==> config.mk <==
export PLATFORM = sky130hd
export DESIGN_NAME = timer_deadline_queue
export DESIGN_NICKNAME = d
export VERILOG_FILES = /design/src/hdl/tdq_pkg.sv /design/src/hdl/tdq_entry_ram.sv /design/src/hdl/timer_deadline_queue.sv
export SDC_FILE = /design/constraint.sdc
export NUM_CORES = 2
export LEC_CHECK = 0
export BUFFER_PORTS_ARGS = -buffer_cell sky130_fd_sc_hd__buf_2
export CORE_ASPECT_RATIO = 1.1
export CORE_UTILIZATION = 40
export DETAILED_ROUTE_END_ITERATION = 10
export GPL_ROUTABILITY_DRIVEN = 0
export HOLD_SLACK_MARGIN = 0.05
export SLEW_MARGIN = 20
export SYNTH_ARGS = -nofsm -noshare
export SYNTH_HDL_FRONTEND = slang
export SYNTH_SLANG_ARGS = --single-unit
export TNS_END_PERCENT = 5
==> constraint.sdc <==
create_clock -name clk -period 14.2 [get_ports clk]
set_input_delay 3.55 -clock clk [delete_from_list [all_inputs] [get_ports clk]]
set_output_delay 3.55 -clock clk [all_outputs]
set_load 0.03 [all_outputs]
==> src/hdl/tdq_pkg.sv <==
`timescale 1ns / 1ps
`default_nettype none
// ----------------------------------------------------------------------------
// Timer deadline queue package
// Shared sizes, codes and beat types of the timer deadline queue.
// ----------------------------------------------------------------------------
package tdq_pkg;

	localparam int CAPACITY    = 16;
	localparam int TIME_BITS   = 48;
	localparam int MAX_RESULTS = 16;
	localparam int IDX_W       = $clog2(CAPACITY);
	localparam int CNT_W       = $clog2(CAPACITY + 1);
	localparam int BUF_W       = $clog2(MAX_RESULTS);
	localparam int N_W         = $clog2(MAX_RESULTS + 1);

	typedef enum logic [1:0] {
		OP_ADD    = 2'd0,
		OP_CANCEL = 2'd1,
		OP_EXPIRE = 2'd2,
		OP_NOP    = 2'd3
	} op_t;

	typedef enum logic [2:0] {
		KIND_ADDED     = 3'd0,
		KIND_CANCELLED = 3'd1,
		KIND_NOT_FOUND = 3'd2,
		KIND_EXPIRED   = 3'd3,
		KIND_NONE_DUE  = 3'd4,
		KIND_FULL      = 3'd5
	} kind_t;

	typedef struct packed {
		logic [1:0]           operation;
		logic [31:0]          cancel_id;
		logic [TIME_BITS-1:0] deadline;
		logic [TIME_BITS-1:0] now_time;
		logic [15:0]          handler_tag;
	} cmd_t;

	typedef struct packed {
		logic [2:0]           kind;
		logic [31:0]          result_id;
		logic [15:0]          result_tag;
		logic [TIME_BITS-1:0] next_deadline;
		logic                 next_valid;
		logic                 last;
	} result_t;

	// One stored timer.
	typedef struct packed {
		logic [TIME_BITS-1:0] dl;
		logic [31:0]          id;
		logic [15:0]          tag;
	} entry_t;

endpackage
`default_nettype wire

==> src/hdl/tdq_entry_ram.sv <==
`timescale 1ns / 1ps
`default_nettype none
// ----------------------------------------------------------------------------
// Timer entry RAM
// One write port and one read port with registered read data.
// ----------------------------------------------------------------------------
module tdq_entry_ram (
	input  wire logic                 clk,
	input  wire logic                 we,
	input  wire logic [tdq_pkg::IDX_W-1:0] waddr,
	input  wire tdq_pkg::entry_t      wdata,
	input  wire logic [tdq_pkg::IDX_W-1:0] raddr,
	output tdq_pkg::entry_t           rdata
);
	import tdq_pkg::*;

	entry_t mem [CAPACITY];

	// Write and registered read.
	always_ff @(posedge clk) begin
		if (we) begin
			mem[waddr] <= wdata;
		end
		rdata <= mem[raddr];
	end

endmodule
`default_nettype wire

==> src/hdl/timer_deadline_queue.sv <==
`timescale 1ns / 1ps
`default_nettype none
// ----------------------------------------------------------------------------
// Timer deadline queue
// Pending timers ordered by deadline and id, with add, cancel and expire.
// ----------------------------------------------------------------------------
// A command beat is taken when start is high and busy is low. Add stores a
// timer and returns its new id, cancel removes a timer by id, and expire
// returns every due timer in key order, up to sixteen per command.
// Results appear on result for one cycle each, marked by strobe; the
// receiver cannot stall them. The final beat of a command has last set, and
// every beat carries the earliest deadline still pending.
// Entries live in a RAM with registered read data; each search walks all
// CAPACITY slots. An add or a full add takes one walk, a cancel two (one for
// id zero), and an expire one walk per expired timer plus one.
// NOP and unknown operations are dropped without a result.
// Reset clears all slots' valid bits and sets the id counter to one; the
// RAM itself is not cleared.
// ----------------------------------------------------------------------------
module timer_deadline_queue (
	input  wire logic             clk,
	input  wire logic             arst_n,
	input  wire logic             start,
	input  wire tdq_pkg::cmd_t    cmd,
	output logic                  busy,
	output logic                  strobe,
	output tdq_pkg::result_t      result
);
	import tdq_pkg::*;

	typedef enum logic [3:0] {
		ST_IDLE   = 4'b0001,
		ST_SCAN   = 4'b0010,
		ST_DECIDE = 4'b0100,
		ST_EMIT   = 4'b1000
	} state_t;

	typedef enum logic [1:0] {
		PH_FINAL  = 2'd0,
		PH_CANCEL = 2'd1,
		PH_EXPIRE = 2'd2
	} phase_t;

	state_t               state_q;
	phase_t               phase_q;
	logic [CAPACITY-1:0]  valid_q;
	logic [31:0]          ctr_q;
	logic [31:0]          cid_q;
	logic [TIME_BITS-1:0] now_q;
	logic [CNT_W-1:0]     cnt_q;
	logic                 cmp_v_s1;
	logic [IDX_W-1:0]     cmp_idx_s1;
	logic                 best_v_q;
	logic [IDX_W-1:0]     best_idx_q;
	entry_t               best_q;
	logic [N_W-1:0]       n_q;
	logic [N_W-1:0]       em_q;
	logic                 multi_q;
	kind_t                sr_kind_q;
	logic [31:0]          sr_id_q;
	logic [TIME_BITS-1:0] nd_q;
	logic                 nv_q;
	logic [31:0]          buf_id_q  [MAX_RESULTS];
	logic [15:0]          buf_tag_q [MAX_RESULTS];

	logic                 free_found;
	logic [IDX_W-1:0]     free_idx;
	logic                 ram_we;
	entry_t               ram_wdata;
	entry_t               ram_rdata;
	logic                 eligible;
	logic                 better;
	logic                 due;

	// First free slot.
	always_comb begin
		free_found = 1'b0;
		free_idx   = '0;
		for (int i = CAPACITY - 1; i >= 0; i--) begin
			if (!valid_q[i]) begin
				free_found = 1'b1;
				free_idx   = IDX_W'(i);
			end
		end
	end

	// Entry write on an accepted add.
	assign ram_we = (state_q == ST_IDLE) && start && (op_t'(cmd.operation) == OP_ADD)
		&& free_found;
	always_comb begin
		ram_wdata.dl  = cmd.deadline;
		ram_wdata.id  = (ctr_q == 32'd0) ? 32'd1 : ctr_q;
		ram_wdata.tag = cmd.handler_tag;
	end

	tdq_entry_ram u_ram (
		.clk   (clk),
		.we    (ram_we),
		.waddr (free_idx),
		.wdata (ram_wdata),
		.raddr (cnt_q[IDX_W-1:0]),
		.rdata (ram_rdata)
	);

	// Key compare of the slot read back against the best so far.
	assign eligible = valid_q[cmp_idx_s1] && ((phase_q != PH_CANCEL) || (ram_rdata.id == cid_q));
	assign better   = !best_v_q || (ram_rdata.dl < best_q.dl)
		|| ((ram_rdata.dl == best_q.dl) && (ram_rdata.id < best_q.id));
	assign due      = best_v_q && (best_q.dl <= now_q) && (n_q < N_W'(MAX_RESULTS));

	assign busy = (state_q != ST_IDLE);

	// Control sequencer.
	always_ff @(posedge clk or negedge arst_n) begin
		if (!arst_n) begin
			state_q    <= ST_IDLE;
			phase_q    <= PH_FINAL;
			valid_q    <= '0;
			ctr_q      <= 32'd1;
			cnt_q      <= '0;
			cmp_v_s1   <= 1'b0;
			best_v_q   <= 1'b0;
			best_idx_q <= '0;
			best_q     <= '0;
			n_q        <= '0;
			em_q       <= '0;
			multi_q    <= 1'b0;
			sr_kind_q  <= KIND_ADDED;
			sr_id_q    <= '0;
			strobe     <= 1'b0;
		end else begin
			strobe <= 1'b0;
			unique case (state_q)
				ST_IDLE: begin
					cnt_q    <= '0;
					best_v_q <= 1'b0;
					n_q      <= '0;
					em_q     <= '0;
					multi_q  <= 1'b0;
					if (start) begin
						unique case (op_t'(cmd.operation))
							OP_ADD: begin
								phase_q <= PH_FINAL;
								state_q <= ST_SCAN;
								if (free_found) begin
									valid_q[free_idx] <= 1'b1;
									ctr_q     <= (ctr_q == 32'd0) ? 32'd2 : ctr_q + 32'd1;
									sr_kind_q <= KIND_ADDED;
									sr_id_q   <= ram_wdata.id;
								end else begin
									sr_kind_q <= KIND_FULL;
									sr_id_q   <= 32'd0;
								end
							end
							OP_CANCEL: begin
								state_q   <= ST_SCAN;
								sr_kind_q <= KIND_NOT_FOUND;
								sr_id_q   <= cmd.cancel_id;
								phase_q   <= (cmd.cancel_id == 32'd0) ? PH_FINAL : PH_CANCEL;
							end
							OP_EXPIRE: begin
								state_q <= ST_SCAN;
								phase_q <= PH_EXPIRE;
							end
							default: begin
								state_q <= ST_IDLE;
							end
						endcase
					end
				end
				ST_SCAN: begin
					if (cnt_q < CNT_W'(CAPACITY)) begin
						cmp_v_s1 <= 1'b1;
						cnt_q    <= cnt_q + 1'b1;
					end else begin
						cmp_v_s1 <= 1'b0;
						if (!cmp_v_s1) begin
							state_q <= ST_DECIDE;
						end
					end
					if (cmp_v_s1 && eligible && better) begin
						best_v_q   <= 1'b1;
						best_idx_q <= cmp_idx_s1;
						best_q     <= ram_rdata;
					end
				end
				ST_DECIDE: begin
					cnt_q    <= '0;
					best_v_q <= 1'b0;
					unique case (phase_q)
						PH_CANCEL: begin
							if (best_v_q) begin
								valid_q[best_idx_q] <= 1'b0;
								sr_kind_q <= KIND_CANCELLED;
							end
							phase_q <= PH_FINAL;
							state_q <= ST_SCAN;
						end
						PH_EXPIRE: begin
							if (due) begin
								valid_q[best_idx_q] <= 1'b0;
								n_q     <= n_q + 1'b1;
								state_q <= ST_SCAN;
							end else begin
								multi_q   <= (n_q != '0);
								sr_kind_q <= KIND_NONE_DUE;
								sr_id_q   <= 32'd0;
								state_q   <= ST_EMIT;
							end
						end
						default: begin
							state_q <= ST_EMIT;
						end
					endcase
				end
				ST_EMIT: begin
					strobe <= 1'b1;
					em_q   <= em_q + 1'b1;
					if (!multi_q || (em_q == n_q - 1'b1)) begin
						state_q <= ST_IDLE;
					end
				end
				default: begin
					state_q <= ST_IDLE;
				end
			endcase
		end
	end

	// Payload registers: command operands, scan stage, expiry buffer, result.
	always_ff @(posedge clk) begin
		if ((state_q == ST_IDLE) && start) begin
			cid_q <= cmd.cancel_id;
			now_q <= cmd.now_time;
		end
		cmp_idx_s1 <= cnt_q[IDX_W-1:0];
		if ((state_q == ST_DECIDE) && (phase_q == PH_EXPIRE) && due) begin
			buf_id_q[n_q[BUF_W-1:0]]  <= best_q.id;
			buf_tag_q[n_q[BUF_W-1:0]] <= best_q.tag;
		end
		if ((state_q == ST_DECIDE) && (phase_q != PH_CANCEL) && !((phase_q == PH_EXPIRE) && due))
		begin
			nv_q <= best_v_q;
			nd_q <= best_v_q ? best_q.dl : '0;
		end
		if (state_q == ST_EMIT) begin
			result.next_deadline <= nd_q;
			result.next_valid    <= nv_q;
			if (multi_q) begin
				result.kind       <= KIND_EXPIRED;
				result.result_id  <= buf_id_q[em_q[BUF_W-1:0]];
				result.result_tag <= buf_tag_q[em_q[BUF_W-1:0]];
				result.last       <= (em_q == n_q - 1'b1);
			end else begin
				result.kind       <= sr_kind_q;
				result.result_id  <= sr_id_q;
				result.result_tag <= 16'd0;
				result.last       <= 1'b1;
			end
		end
	end

	// Checks.
	a_id_nonzero: assert property (@(posedge clk) disable iff (!arst_n)
		strobe && ((result.kind == KIND_EXPIRED) || (result.kind == KIND_ADDED))
		|-> (result.result_id != 32'd0))
		else $error("added or expired timer reported with id zero");

	a_empty_deadline: assert property (@(posedge clk) disable iff (!arst_n)
		strobe && !result.next_valid |-> (result.next_deadline == '0))
		else $error("next deadline nonzero with no timer pending");

	a_takes_command: assert property (@(posedge clk) disable iff (!arst_n)
		start && !busy && (cmd.operation != OP_NOP) |=> busy)
		else $error("command accepted without going busy");

	a_strobe_seq: assert property (@(posedge clk) disable iff (!arst_n)
		strobe && !result.last |=> strobe)
		else $error("result burst broken before last beat");

endmodule
`default_nettype wire

# ---- Word-level counts from Yosys, hierarchy flattened
# Memory sizes are Yosys's and may differ from the RTL's. A register that Yosys moved wholly into a read port is not among the register bits.
# Cells that the tools add are included.
dict set report totals {
  reg_bits 442
  latch_bits 0
  ramBits 2304
  rom_bits 0
  inputBits 149
  elab_cells 214
  n_memories 3
}
# name words word_bits rd rd_ports_with_merged_regs write_ports line
set memory_table {}
lappend memory_table {u_ram.mem 16 96 1 1 1 tdq_entry_ram.sv:17} ;# entry_t mem [CAPACITY];
lappend memory_table {buf_id_q 16 32 1 0 1 timer_deadline_queue.sv:63} ;# logic [31:0] buf_id_q [MAX_RESULTS];
lappend memory_table {buf_tag_q 16 16 1 0 1 timer_deadline_queue.sv:64} ;# logic [15:0] buf_tag_q [MAX_RESULTS];
dict set report classes {
  n_addsub 5
  multipliers 0
  div_mod_pow 0
  n_lt_le_gt_ge 10
  eq_ne 31
  shifts 0
  muxes 91
  bitwise 3
  n_reduce_logical 43
}
# cell n
set op_table {}
lappend op_table {{two-way mux 32 bit} 6}
lappend op_table {{one-hot mux 32 bit (2 select lines)} 2}
lappend op_table {{two-way mux 4 bit} 21}
lappend op_table {{two-way mux 16 bit} 5}
lappend op_table {{logical NOT 32 bit} 2}
lappend op_table {{one-hot mux 16 bit (2 select lines)} 2}
lappend op_table {{== test 48 bit} 1}
lappend op_table {{less-or-equal comparator 48 bit} 1}
lappend op_table {{less-than comparator 48 bit} 1}
lappend op_table {{two-way mux 48 bit} 1}
lappend op_table {{adder 32 x 1 -> 32 bit, second input constant} 1}
lappend op_table {{== test 32 bit} 1}
lappend op_table {{less-than comparator 32 bit} 1}
lappend op_table {{one-hot mux 5 bit (2 select lines)} 3}
lappend op_table {{two-way mux 1 bit} 29}
lappend op_table {{!= test 2 bit, second input constant} 10}
lappend op_table {{one-hot mux 3 bit (2 select lines)} 3}
lappend op_table {{bitwise AND 16 bit} 1}
lappend op_table {{logical AND 1 bit} 16}
lappend op_table {{inverter 16 bit} 1}
lappend op_table {{OR 16 bit} 1}
lappend op_table {{one-hot mux 4 bit (4 select lines)} 1}
lappend op_table {{adder 5 x 1 -> 5 bit, second input constant} 3}
lappend op_table {{less-than comparator 4 x 5 -> 1 bit, second input constant} 3}
lappend op_table {{other kinds (38)} 67}

# ---- Longest topological paths before layout
dict set report logic_depth {
  word_depth 25
  depth_mapped 11
  ltp_nobuf 9
}

# ---- Modules after synthesis
# From an unflattened synthesis, not the netlist that was laid out.
dict set report unflattened {
  hier_cells 5189
  area_unflattened_um2 109052.1
}
# mod instances cells_per_inst area_each_um2 seq_area_each_um2
set modules_own_cells {}
lappend modules_own_cells {tdq_entry_ram 1 2460 59355.7 48046.1}
lappend modules_own_cells {timer_deadline_queue 1 2729 49696.4 35256.3}

# ---- Least setup slack after synthesis
# OpenSTA, ideal clock, no wires.
dict set report synth_path {
  path_kind {input-to-reg}
  start {input port start}
  end {memory u_ram.mem[1][0] (netlist bit) (enable)}
  setup_time_ns 0.670
  arrival_time_ns 12.993
  slack_ns 0.537
  stages 4
  path_buffers 1
  cell_sequence {and2_0 > clkbuf_1 > nand2_1 > nor3_1}
}
dict set report synth_between {
  elab_chain_cells 5
}
# element line
set synth_rtl {}
lappend synth_rtl {{start, declared} timer_deadline_queue.sv:23} ;# input wire logic start,
lappend synth_rtl {{logical AND 1 bit (2 in series)} timer_deadline_queue.sv:88} ;# assign ram_we = (state_q == ST_IDLE) && start && (op_t'(cmd.operation) == OP_ADD)
lappend synth_rtl {{logical AND 1 bit} timer_deadline_queue.sv:89} ;# && free_found;
lappend synth_rtl {{two-way mux 1 bit} tdq_entry_ram.sv:21} ;# if (we) begin
lappend synth_rtl {{two-way mux 1 bit (implied by the code)} tdq_entry_ram.sv:22} ;# mem[waddr] <= wdata;
lappend synth_rtl {{end, declared} tdq_entry_ram.sv:17}
# No other way between the ends.

# ---- Worst setup path in the final report
dict set report layout_path {
  start {input port cmd[144] (netlist bit)}
  end {memory u_ram.mem[10][3] (netlist bit) (enable)}
}
dict set report layout_between {
  elab_chain_cells 5
}
# element line
set layout_rtl {}
lappend layout_rtl {{start, declared} timer_deadline_queue.sv:24} ;# input wire tdq_pkg::cmd_t cmd,
lappend layout_rtl {{logical NOT 2 bit} timer_deadline_queue.sv:88}
lappend layout_rtl {{logical AND 1 bit} timer_deadline_queue.sv:88}
lappend layout_rtl {{logical AND 1 bit} timer_deadline_queue.sv:89}
lappend layout_rtl {{two-way mux 1 bit} tdq_entry_ram.sv:21}
lappend layout_rtl {{two-way mux 1 bit (implied by the code)} tdq_entry_ram.sv:22}
# No other way between the ends.

==> flow_metrics.py <==
metrics = {
    "route": {
        "drt_iter0_drc": 4746,
        "dr.pass1.iters": 5,
        "drtAntennaViolNets": 0,
        "num_vias": 51510,
        "wl_per_cell_um": 28.09,
        "drc": 0,
        "routed_via_density": 5.540,
        "drt_wl_total_mm": 261.2,
    },
    "pwr": {
        "finalPower_w": 0.02153,
        "power_density_nw_per_um2": 171.9,
        "peakVddDrop_uv": 114.7,
        "p_leak_nw": 40.95,
    },
    "synth": {
        "postSynthCellCount": 4996,
        "ys_ff_latch": 2842,
        "yosysMostFrequentCell": "edfxtp_1",
        "syn_area_um2": 109700,
        "synth_edf_count": 2534,
        "syn_avg_cell_area_um2": 21.96,
        "synth_area_leader_cell": "edfxtp_1",
        "synth_warnings": 0,
        "ys_seq_area_share_pct": 75.92,
        "synth.top_cells.by_area": "edfxtp_1, mux4_2, dfrtp_1, dfxtp_1, ha_1",
        "synth_top_area_share_pct": 69.35,
        "synth_cell_types": 71,
        "synthTopCellsByCount": "edfxtp_1, mux4_2, dfrtp_1",
        "synth_nets": 5287,
        "synth-main-ff-cell": "edfxtp_1",
        "synth_async_sr_flop_share_pct": 7.319,
    },
    "sta": {
        "fin_crit_sh_pct": 46.26,
        "fmax_ghz": 0.1522,
        "finClkSkew_ns": 0.1085,
        "relSlewSlack_pct": 23.46,
        "tns_ns": 0,
        "setup_viol": 0,
        "final-hold-violation-count": 0,
        "period_needed_ns": 6.569,
        "worst_pin_slew_ns": 1.144,
        "rsz0062_at_grt": "false",
        "slew_violations": 0,
    },
    "cells_and_area": {
        "multi_input_area_um2": 24880,
        "seqCellArea_um2": 83330,
        "final.fill_count": 22650,
        "nNetsFinal": 5700,
        "area_delta_synth_final_pct": 14.14,
        "fin_area_um2": 125200,
        "drive_gt1_share_pct": 30.41,
    },
    "global_routing": {
        "overflow": 0,
        "antenna_found_initial": 49,
        "grt_pass1_wl_mm": 377.9,
        "grt_usage_pct": 18.96,
        "grt_max_degree": 150,
        "first_global_vias": 53120,
    },
    "clock_network": {
        "clock-sinks": 2842,
        "cts_root_buffer": "clkbuf_16",
        "holdBufCountCts": 0,
        "cts_buffer_depth": 4,
        "tritoncts": "yes",
        "cts_setup_buffers": 0,
        "cts_resized": 0,
        "clk_latency_ns": 0.99,
        "cts_buffers": 309,
        "path_clk_slew_ns": 0.06,
        "cts.htree.levels": 5,
    },
    "die": {
        "fp-row-count": 201,
        "core_area_um2": 272600,
        "die_w_um": 501.4,
        "start_util_pct": 40.25,
        "die_h_um": 551.3,
        "io_pins": 252,
        "fp.dieArea_um2": 276400,
    },
    "critical_path": {
        "startpoint": "cmd[144]",
        "startpoint_type": "primary input",
        "r2r_start": "best_q[93]$_DFFE_PN0P_",
        "critPathKind": "in -> reg",
        "arrival_ns": 7.15,
        "critPathMaxFanout": 35,
        "required_ns": 14.78,
        "end_kind": "flip-flop",
    },
    "run_status": {
        "status": "finished clean",
    },
    "min_path": {
        "worstHoldPathType": "reg -> reg",
        "min_from": "nd_q[30]$_SDFFCE_PN0P_",
    },
    "placed_design": {
        "hpwl_mm": 148.9,
        "postPlaceCellArea_um2": 115500,
        "io_buffer_count": 251,
    },
    "flow_run": {
        "cap_viol_max_count": 0,
    },
}
flip-flops by register name, summed over array words and instances (netlist names), 2 cells and up:
signal,flops
nd_q,48
cid_q,32
best_idx_q,4
n_q,5
buf_tag_q,256
valid_q,16
now_q,48
cmp_idx_s1,4
u_ram.mem,1536
cnt_q,5
u_ram.rdata,96
result,101
phase_q,2
sr_id_q,32
best_q,96
buf_id_q,512
em_q,5
state_q,4
ctr_q,32
sr_kind_q,3
layout by cell type (no fill, tap or decap), types with 11 or more instances in the layout:
| cell type | synthesis | final |
|---|---|---|
| dfrtp_1 | 206 | 196 |
| edfxtp_1 | 2534 | 2534 |
| clkbuf_8 | 0 | 23 |
| mux4_2 | 725 | 725 |
| mux2_4 | 90 | 90 |
| mux2_2 | 72 | 72 |
| buf_4 | 1 | 79 |
| nand2_1 | 74 | 74 |
| ha_1 | 142 | 142 |
| buf_2 | 0 | 250 |
| nor2_4 | 0 | 14 |
| nor3_1 | 15 | 12 |
| inv_1 | 164 | 164 |
| dfxtp_1 | 100 | 100 |
| nor4_1 | 32 | 32 |
| a21o_1 | 14 | 14 |
| and2_1 | 74 | 74 |
| nor2_1 | 65 | 51 |
| clkinv_1 | 1 | 47 |
| a31oi_1 | 11 | 11 |
| nand3_1 | 34 | 34 |
| xor2_1 | 48 | 48 |
| and3_2 | 0 | 16 |
| xnor2_1 | 23 | 23 |
| clkbuf_16 | 0 | 316 |
| o21ai_0 | 39 | 39 |
| a21oi_1 | 58 | 58 |
| clkbuf_1 | 183 | 68 |
| clkinv_2 | 0 | 43 |
| o22ai_1 | 13 | 13 |
| bufinv_16 | 0 | 19 |
| a22o_1 | 34 | 34 |
| nand4_1 | 42 | 42 |
worst paths after layout:
| path | cells past startpoint | slack [ns] | endpoint |
|---|---|---|---|
| min | 0 | 0.38 | result[32]$_DFFE_PP_ |
| max in group asynchronous | 2 | 10.27 | em_q[0]$_DFFE_PN0P_ |
| min reg2reg | 0 | 0.38 | result[32]$_DFFE_PP_ |
| max reg2reg | 9 | 8.86 | buf_id_q[8][8]$_DFFE_PP_ |
| min in group asynchronous | 1 | 2.58 | best_q[7]$_DFFE_PN0P_ |
| max | 10 | 7.63 | u_ram.mem[10][3]$_DFFE_PP_ |
power by group:
part	switching, W	internal (W)	total [W]
sequential	0.000707	0.00986	0.0106
clock	0.00316	0.00453	0.00769
combinational	0.00171	0.00156	0.00327
stage by stage:
step	worst slack, ns	cells	hold WS, ns	utilization [%]
global route	7.496	9292	0.3792	45.94
CTS	7.496	9285	0.3769	45.88
global placement	6.523	8745	0.4047	42.33
finish	7.631	9297	0.3799	45.94
detailed placement	6.497	8747	0.4045	42.35
floorplan	0.5372	4996	0.3454	-
critical path, stage by stage:
cell and delay [ns]:
buf_2 0.18, inv_1 0.13, ha_1 0.26, nand4_1 0.25, nor3_1 0.35, nand2_1 0.36, nor2_4 0.57, buf_4 0.58
buf_4 0.53, buf_16 0.33
area by class of cell:
class	instances	area share, %
Multi-Input combinational cell	1744	19.87
Clock inverter	131	0.9191
Timing Repair Buffer	347	1.747
Tap cell	3654	3.650
Clock buffer	407	6.770
Inverter	165	0.4985
Sequential cell	2842	66.54
Antenna cell	7	0.01399
logic make-up after synthesis:
family,Yosys count,share of synthesized area [%]
AOI/OAI and AO/OA,237,1.482
xor gates and xnor gates,71,0.5667
adders and majority gates,142,1.619
buffers and inverters,410,1.554
DFF,2842,75.92
muxes,893,16.91
and+or+nand+nor,401,1.952
metal layers:
metal  GRT usage, %  vias to the layer above  wire length [um]
met4          4.562                       36              5435
met2          30.89                     1678            127500
met3          3.703                      381             17240
li1               -                    21490                 -
met1          26.32                    27920            110800
met5              0                        -               226
Note: power is estimated with default switching activity, not from simulation.
